<file path="config.mk">
export PLATFORM = sky130hd
export DESIGN_NAME = hex_morse_led_keyer
export DESIGN_NICKNAME = d
export VERILOG_FILES = /design/src/hdl/hml_pkg.sv /design/src/hdl/hex_morse_led_keyer.sv /design/src/hdl/hml_timer.sv
export SDC_FILE = /design/constraint.sdc
export NUM_CORES = 1
export LEC_CHECK = 0
export BUFFER_PORTS_ARGS = -buffer_cell sky130_fd_sc_hd__buf_2
export CORE_MARGIN = 5
export CORE_UTILIZATION = 54
export DETAILED_ROUTE_END_ITERATION = 6
export PLACE_DENSITY_LB_ADDON = 0.1
export SYNTH_ARGS = -nofsm -noshare
export SYNTH_HDL_FRONTEND = slang
export SYNTH_SLANG_ARGS = --single-unit
export TNS_END_PERCENT = 50
</file>
<file path="constraint.sdc">
create_clock -name i_clk -period 5.6 [get_ports i_clk]
set_clock_uncertainty 0.1 [all_clocks]
set_input_delay 1.12 -clock i_clk [delete_from_list [all_inputs] [get_ports i_clk]]
set_output_delay 1.12 -clock i_clk [all_outputs]
set_load 0.02 [all_outputs]
</file>
<file path="src/hdl/hml_pkg.sv">
// ----------------------------------------------------------------------------
// hml_pkg
// Shared constants, types and Morse code tables for the hex Morse LED keyer.
// ----------------------------------------------------------------------------
package hml_pkg;

    localparam int DIGIT_COUNT = 4;
    localparam int DIGIT_IDX_W = (DIGIT_COUNT > 1) ? $clog2(DIGIT_COUNT) : 1;
    localparam int VALUE_W     = 16;
    localparam int HALF_W      = 24;
    localparam int GAP_W       = 25;
    localparam int ELAPSED_W   = 27;
    localparam int CFG_DATA_W  = 25;
    localparam int CFG_IDX_W   = 1;
    localparam int EXT_W       = 32;

    localparam logic [1:0] PH_IDLE      = 2'd0;
    localparam logic [1:0] PH_MARK      = 2'd1;
    localparam logic [1:0] PH_ELEM_GAP  = 2'd2;
    localparam logic [1:0] PH_DIGIT_GAP = 2'd3;

    localparam logic OP_TICK = 1'b0;
    localparam logic OP_LOAD = 1'b1;

    localparam logic [CFG_IDX_W-1:0] CFG_HALF_UNIT = 1'b0;
    localparam logic [CFG_IDX_W-1:0] CFG_DIGIT_GAP = 1'b1;

    localparam logic [HALF_W-1:0] HALF_UNIT_RST = 24'd500;
    localparam logic [GAP_W-1:0]  DIGIT_GAP_RST = 25'd1000;

    typedef logic [2:0] t_len;
    typedef logic [3:0] t_digit;

    typedef struct packed {
        logic                 done;
        logic [ELAPSED_W-1:0] elapsed;
    } t_timer_res;

    // number of elements in the code of one hex digit
    function automatic t_len code_len(input t_digit d);
        t_len len;
        case (d)
            4'hA:    len = 3'd2;
            4'hB:    len = 3'd4;
            4'hC:    len = 3'd4;
            4'hD:    len = 3'd3;
            4'hE:    len = 3'd1;
            4'hF:    len = 3'd4;
            default: len = 3'd5;
        endcase
        return len;
    endfunction

    // element pattern, first element at bit len-1, 1 = dash
    function automatic logic [7:0] code_bits(input t_digit d);
        logic [7:0] b;
        case (d)
            4'h0:    b = 8'h1F;
            4'h1:    b = 8'h0F;
            4'h2:    b = 8'h07;
            4'h3:    b = 8'h03;
            4'h4:    b = 8'h01;
            4'h5:    b = 8'h00;
            4'h6:    b = 8'h10;
            4'h7:    b = 8'h18;
            4'h8:    b = 8'h1C;
            4'h9:    b = 8'h1E;
            4'hA:    b = 8'h01;
            4'hB:    b = 8'h08;
            4'hC:    b = 8'h0A;
            4'hD:    b = 8'h04;
            4'hE:    b = 8'h00;
            default: b = 8'h02;
        endcase
        return b;
    endfunction

    // digit idx counted from the most significant, zero above the held bits
    function automatic t_digit digit_sel(input logic [VALUE_W-1:0] value,
                                         input logic [DIGIT_IDX_W-1:0] idx);
        logic [EXT_W-1:0] ext;
        logic [4:0]       sh;
        ext = EXT_W'(value);
        sh  = 5'(4 * (DIGIT_COUNT - 1) - 4 * int'(idx));
        return ext[sh +: 4];
    endfunction

    function automatic logic is_dash(input t_digit d, input logic [2:0] elem);
        t_len       len;
        logic [2:0] pos;
        logic [7:0] bits;
        len  = code_len(d);
        bits = code_bits(d);
        pos  = (elem < len) ? 3'(len - 3'd1 - elem) : 3'd0;
        return bits[pos];
    endfunction

endpackage

</file>
<file path="src/hdl/hex_morse_led_keyer.sv">
// ----------------------------------------------------------------------------
// hex_morse_led_keyer
// Keys the four hex digits of a 16-bit value on an LED in Morse code.
// ----------------------------------------------------------------------------
// input words carry an opcode: tick advances the keying timer by one, load
// takes i_value and restarts keying at the most significant digit in a mark.
// every input word gives exactly one output word with the LED level, the
// keying phase and the digit position after that word.
// o_valid is registered: a word passes the input register, then the state
// update and result register, and waits in the input register while the
// result register is held. one word is accepted every cycle while o_stall
// is low; the rate is set by the state update loop.
// o_stall rises only when the input register is full and the result register
// is held by i_stall, so one more word is taken in behind a waiting result.
// half_unit and digit_gap are written on the config port, by the user only while idle; the block does not enforce it.
// synchronous reset clears both stages, goes idle and restores the register
// defaults (half_unit 500, digit_gap 1000).
// ----------------------------------------------------------------------------
module hex_morse_led_keyer (
    input  logic                             i_clk,
    input  logic                             i_rst_n,
    input  logic                             i_valid,
    output logic                             o_stall,
    input  logic                             i_opcode,
    input  logic [hml_pkg::VALUE_W-1:0]      i_value,
    output logic                             o_valid,
    input  logic                             i_stall,
    output logic                             o_led_on,
    output logic [1:0]                       o_phase,
    output logic [1:0]                       o_digit_position,
    input  logic                             i_cfg_we,
    input  logic [hml_pkg::CFG_IDX_W-1:0]    i_cfg_index,
    input  logic [hml_pkg::CFG_DATA_W-1:0]   i_cfg_data
);

    localparam int DW = hml_pkg::DIGIT_IDX_W;
    localparam int EW = hml_pkg::ELAPSED_W;

    logic [hml_pkg::HALF_W-1:0]  r_half_unit;
    logic [hml_pkg::GAP_W-1:0]   r_digit_gap;

    logic                        r_in_valid;
    logic                        r_in_opcode;
    logic [hml_pkg::VALUE_W-1:0] r_in_value;

    logic [hml_pkg::VALUE_W-1:0] r_held,  n_held;
    logic [DW-1:0]               r_digit, n_digit;
    logic [2:0]                  r_elem,  n_elem;
    logic [1:0]                  r_phase, n_phase;
    logic [EW-1:0]               r_elapsed, n_elapsed;

    logic                        r_out_valid;
    logic                        r_led_on;
    logic [1:0]                  r_out_phase;
    logic [1:0]                  r_digit_pos;

    logic                        adv;
    logic                        step;
    hml_pkg::t_digit             cur_digit;
    logic                        cur_dash;
    logic [2:0]                  elem_inc;
    hml_pkg::t_timer_res         tmr;

    assign adv     = !r_out_valid || !i_stall;
    assign step    = r_in_valid && adv;
    assign o_stall = r_in_valid && !adv;

    // config registers
    always_ff @(posedge i_clk) begin
        if (!i_rst_n) begin
            r_half_unit <= hml_pkg::HALF_UNIT_RST;
            r_digit_gap <= hml_pkg::DIGIT_GAP_RST;
        end else if (i_cfg_we) begin
            if (i_cfg_index == hml_pkg::CFG_HALF_UNIT) begin
                r_half_unit <= i_cfg_data[hml_pkg::HALF_W-1:0];
            end
            if (i_cfg_index == hml_pkg::CFG_DIGIT_GAP) begin
                r_digit_gap <= i_cfg_data[hml_pkg::GAP_W-1:0];
            end
        end
    end

    // input register
    always_ff @(posedge i_clk) begin
        if (!i_rst_n) begin
            r_in_valid <= 1'b0;
        end else if (!o_stall) begin
            r_in_valid <= i_valid;
        end
    end

    always_ff @(posedge i_clk) begin
        if (!o_stall && i_valid) begin
            r_in_opcode <= i_opcode;
            r_in_value  <= i_value;
        end
    end

    assign cur_digit = hml_pkg::digit_sel(r_held, r_digit);
    assign cur_dash  = hml_pkg::is_dash(cur_digit, r_elem);
    assign elem_inc  = r_elem + 3'd1;

    hml_timer u_timer (
        .i_phase     (r_phase),
        .i_dash      (cur_dash),
        .i_elapsed   (r_elapsed),
        .i_half_unit (r_half_unit),
        .i_digit_gap (r_digit_gap),
        .o_res       (tmr)
    );

    // keying state update
    always_comb begin
        n_held    = r_held;
        n_digit   = r_digit;
        n_elem    = r_elem;
        n_phase   = r_phase;
        n_elapsed = r_elapsed;
        if (step) begin
            if (r_in_opcode == hml_pkg::OP_LOAD) begin
                n_held    = r_in_value;
                n_digit   = '0;
                n_elem    = 3'd0;
                n_phase   = hml_pkg::PH_MARK;
                n_elapsed = '0;
            end else if (r_phase != hml_pkg::PH_IDLE) begin
                n_elapsed = tmr.elapsed;
                case (r_phase)
                    hml_pkg::PH_MARK: begin
                        if (tmr.done) begin
                            n_phase   = hml_pkg::PH_ELEM_GAP;
                            n_elapsed = '0;
                        end
                    end
                    hml_pkg::PH_ELEM_GAP: begin
                        if (tmr.done) begin
                            n_elem    = elem_inc;
                            n_elapsed = '0;
                            if (elem_inc >= hml_pkg::code_len(cur_digit)) begin
                                n_phase = hml_pkg::PH_DIGIT_GAP;
                            end else begin
                                n_phase = hml_pkg::PH_MARK;
                            end
                        end
                    end
                    hml_pkg::PH_DIGIT_GAP: begin
                        if (tmr.done) begin
                            if (r_digit == DW'(hml_pkg::DIGIT_COUNT - 1)) begin
                                n_digit = '0;
                            end else begin
                                n_digit = r_digit + 1'b1;
                            end
                            n_elem    = 3'd0;
                            n_phase   = hml_pkg::PH_MARK;
                            n_elapsed = '0;
                        end
                    end
                    default: begin
                        n_phase = r_phase;
                    end
                endcase
            end
        end
    end

    always_ff @(posedge i_clk) begin
        if (!i_rst_n) begin
            r_held    <= '0;
            r_digit   <= '0;
            r_elem    <= 3'd0;
            r_phase   <= hml_pkg::PH_IDLE;
            r_elapsed <= '0;
        end else begin
            r_held    <= n_held;
            r_digit   <= n_digit;
            r_elem    <= n_elem;
            r_phase   <= n_phase;
            r_elapsed <= n_elapsed;
        end
    end

    // result register
    always_ff @(posedge i_clk) begin
        if (!i_rst_n) begin
            r_out_valid <= 1'b0;
        end else if (adv) begin
            r_out_valid <= r_in_valid;
        end
    end

    always_ff @(posedge i_clk) begin
        if (step) begin
            r_led_on    <= (n_phase == hml_pkg::PH_MARK);
            r_out_phase <= n_phase;
            r_digit_pos <= (n_phase == hml_pkg::PH_IDLE) ? 2'd0 : 2'(n_digit);
        end
    end

    assign o_valid          = r_out_valid;
    assign o_led_on         = r_led_on;
    assign o_phase          = r_out_phase;
    assign o_digit_position = r_digit_pos;

endmodule

</file>
<file path="src/hdl/hml_timer.sv">
// ----------------------------------------------------------------------------
// hml_timer
// Saturating elapsed tick count and the end-of-phase compare.
// ----------------------------------------------------------------------------
module hml_timer (
    input  logic [1:0]                     i_phase,
    input  logic                           i_dash,
    input  logic [hml_pkg::ELAPSED_W-1:0]  i_elapsed,
    input  logic [hml_pkg::HALF_W-1:0]     i_half_unit,
    input  logic [hml_pkg::GAP_W-1:0]      i_digit_gap,
    output hml_pkg::t_timer_res            o_res
);

    localparam int EW = hml_pkg::ELAPSED_W;

    logic [EW-1:0]               e_inc;
    logic [EW+1:0]               e_x3;
    logic [hml_pkg::HALF_W+1:0]  h_x4;
    logic                        done;

    assign e_inc = (&i_elapsed) ? i_elapsed : i_elapsed + 1'b1;
    assign e_x3  = {2'b00, e_inc} + {1'b0, e_inc, 1'b0};
    assign h_x4  = {i_half_unit, 2'b00};

    always_comb begin
        case (i_phase)
            hml_pkg::PH_MARK: begin
                if (i_dash) begin
                    done = {2'b00, e_inc} > (EW + 2)'(h_x4);
                end else begin
                    done = e_x3 > (EW + 2)'(h_x4);
                end
            end
            hml_pkg::PH_ELEM_GAP:  done = e_inc > EW'(i_half_unit);
            hml_pkg::PH_DIGIT_GAP: done = e_inc > EW'(i_digit_gap);
            default:               done = 1'b0;
        endcase
    end

    assign o_res.done    = done;
    assign o_res.elapsed = e_inc;

endmodule

</file>
==> impl_metrics.csv <==
group,metric,value,unit
status,status,"finished with violations",
status,violations,"negative setup slack",
placed_design,routabilityCongestion,0.949,
clocking,cts_buffers,17,
placed_design,dp_hpwl,23.0,mm
synth,yosysWarnings,0,
worst_hold_path,hold_path_class,"reg2reg",
run,max_cap_violations,0,
die,chipWidth,146,um
critical_path,r2r_start,"r_elapsed[25]",
finish,antenna_cells,0,
critical_path,worstRegToRegCells,30,
grt,grt_overflow,0,
synth,syn_area_per_cell,8.19,um2
routing,via_count,10169,
synth,synth-edff-count,22,
routing,ant_nets,0,
placed_design,dp_slack,-0.533,ns
critical_path,cp_top_family,"compound AO/OA/AOI/OAI gates",
routing,finalWirelength,31.1,mm
worst_hold_path,holdPathStages,2,
grt,grt_pass1_wl,49.8,mm
routing,routed_via_density,6.02,
finish,finish.utilization,0.728,
synth,synth-async-reset-ratio,0,
finish,most-common-layout-cells,"203 x buf_4, 198 x nand2_1, 129 x ha_1",
sta,slew_headroom,0.310,
clocking,cts_htree_levels,4,
critical_path,crit_fanout,4,
finish,layout-drive-gt1-share,0.300,
synth,synth_top_cell_by_area,"dfxtp_1",
routing,dr.pass1.iters,5,
die,die_h,146,um
synth,synth_nets,1409,
critical_path,worstReg2RegEnd,"o_phase[1]",
grt,grt_max_degree,47,
die,core,18100,um2
pwr,vdd_drop_max,0.000197,V
synth,syn_area,10000,um2
worst_hold_path,hold_start,"r_digit_gap[20]",
sta,slew_violations,0,
clocking,cts_tree,"yes",
sta,max_freq,163,MHz
finish,layout_commonest_cell,"buf_4",
clocking,clkTransAtPathRegs,0.06,ns
sta,rsz0062_at_grt,"yes",
finish,final_net_count,1635,
clocking,clock_latency,0.43,ns
critical_path,cp.required,5.68,ns
grt,first_global_vias,9683,
die,io_pins,55,
critical_path,path_common_cell,"buf_4",
pwr,leakage,6.01,nW
pwr,pwr_density_cell,179,nW/um2
pwr,power,2.36,mW
critical_path,cp.arrival,6.21,ns
sta,finalCriticalPeriod,6.13,ns
synth,syn-instance-count,1222,
synth,synthTopCellsByArea,"dfxtp_1 20%, ha_1 17%, nand2_1 7.5%",
clocking,clock_sinks,123,
critical_path,worstSetupPathType,"reg2reg",
grt,antenna_found_initial,0,
sta,hold_violations,0,
sta,worst_pin_slew,1.03,ns
critical_path,slowest_stage,"maj3_2",
grt,grtUsageTotal,0.284,
die,rows,49,
synth,ys_seq_area_frac,0.268,
critical_path,critPathBufInv,4,
synth,ys_types,82,
placed_design,io_buffers,54,
worst_hold_path,hold_end,"r_digit_gap[20]",
die,start_util,0.554,
sta,setup_violations,32,
finish,synthToLayoutAreaGrowth,31.5,%
routing,drc_errors,0,
routing,drt_first_iter_violations,708,
critical_path,crit_path_end_kind,"flip-flop",
critical_path,critPathLaunchType,"flip-flop",
synth,synth_top_flop_cell,"dfxtp_1",
synth,synth_top_cell_area_share,0.202,
clocking,clk_path_buf_depth,2,
die,dieArea,21400,um2
sta,finalCritPeriodShare,1.09,
clocking,cts_root_buffer,"clkbuf_16",
critical_path,reg2reg_slack,-0.53,ns
synth,synth_seq_cells,123,
critical_path,max_stage_delay,0.35,ns
routing,drt-wirelength-per-cell,18.4,um
sta,worst_slack,-0.528,ns
==> synthesized netlist by cell type (all sizes together), types with 4 or more instances <==
| library cell | instances |
|---|---|
| a2111oi | 5 |
| a211o | 7 |
| a211oi | 15 |
| a21o | 29 |
| a21oi | 122 |
| a221oi | 4 |
| a31o | 9 |
| a31oi | 8 |
| and2 | 13 |
| and3 | 12 |
| and4 | 12 |
| buf | 15 |
| clkbuf | 42 |
| dfxtp | 101 |
| edfxtp | 22 |
| ha | 138 |
| inv | 81 |
| mux4 | 4 |
| nand2 | 201 |
| nand2b | 8 |
| nand3 | 35 |
| nand4 | 31 |
| nor2 | 40 |
| nor2b | 12 |
| nor3 | 21 |
| nor4 | 11 |
| o2111ai | 4 |
| o211ai | 44 |
| o21a | 8 |
| o21ai | 40 |
| o21bai | 4 |
| o221ai | 9 |
| o22ai | 5 |
| o31ai | 6 |
| o41ai | 4 |
| or2 | 10 |
| or3 | 9 |
| xnor2 | 27 |
| xor2 | 16 |
==> area by class of cell <==
class / instances / area, um2
clock buffer: 17 / 425
clock inverter: 15 / 174
fill: 1439 / 4920
inverter: 81 / 312
multi-input combinational: 961 / 7360
sequential: 123 / 2700
tap: 229 / 287
timing repair buffer: 264 / 1900
==> flip-flops by register name, summed over array words and instances, names as in the netlist <==
name	cells
r_in_opcode	1
o_digit_position	2
o_valid	1
r_digit_gap	25
o_led_on	1
r_in_valid	1
r_held	16
r_elem	3
r_half_unit	24
o_phase	2
r_digit	2
r_elapsed	27
r_in_value	16
r_phase	2
==> what timing repair did <==
action,4_1_cts,5_1_grt
pin swaps,30,34
endpoints found under the setup margin,32,32
hold buffers,0,0
resized for setup,30,31
buffers inserted,12,4
gates cloned,2,0
==> report_power, final <==
part / total [mW] / switching [mW] / internal (mW)
logic: 0.267 / 0.169 / 0.0982
registers: 0.948 / 0.0159 / 0.932
clock network: 1.15 / 0.510 / 0.637
==> per-stage QoR <==
step / instances / hold slack, ns / area [um2] / setup TNS [ns]
6_report: 1690 / 0.354 / 13200 / -14.27
5_1_grt: 1690 / 0.373 / 13200 / -23.84
4_1_cts: 1689 / 0.356 / 13000 / -11.34
3_5_place_dp: 1643 / 0.347 / 12100 / -14.92
3_3_place_gp: 1643 / 0.342 / 12100 / -13.33
2_1_floorplan: 1222 / 0.333 / 10400 / -0.00744
==> per-layer routing <==
layer / track usage / share of wire
met1: 0.385 / 0.45
met2: 0.460 / 0.46
met3: 0.0493 / 0.066
met4: 0.0969 / 0.030
met5: 0 / 0
==> kinds of logic (layout without fill, tap and decap cells) <==
logic type | after synthesis | in the layout | share of synthesized area
buffers and inverters | 138 | 377 | 0.0564
multiplexers | 5 | 5 | 0.0100
adder cells (fa/ha/maj) | 142 | 142 | 0.178
AND/OR/NAND/NOR | 428 | 428 | 0.208
XOR/XNOR | 44 | 44 | 0.0406
AO/OA/AOI/OAI | 342 | 342 | 0.240
flip-flops | 123 | 123 | 0.268
==> how the worst max path moves through the flow <==
stage / startpoint / to / slack [ns] / cells after the start
6_report: r_elapsed[25] / o_phase[1] / -0.53 / 30
5_1_grt: r_elapsed[11] / o_phase[1] / -0.82 / 29
4_1_cts: r_elapsed[0] / r_elapsed[13] / -0.41 / 30
3_5_place_dp: r_elapsed[10] / r_elapsed[13] / -0.53 / 28
3_3_place_gp: r_elapsed[21] / r_elapsed[18] / -0.47 / 28
2_1_floorplan: r_elapsed[3] / r_elapsed[5] / -0.007 / 31
==> worst min-delay path: stages (launching register included) <==
cell	delay (ns)
dfxtp_1	0.31
nand2_1	0.05
a21oi_1	0.05
No activity file was read; power rests on OpenSTA's default activity.
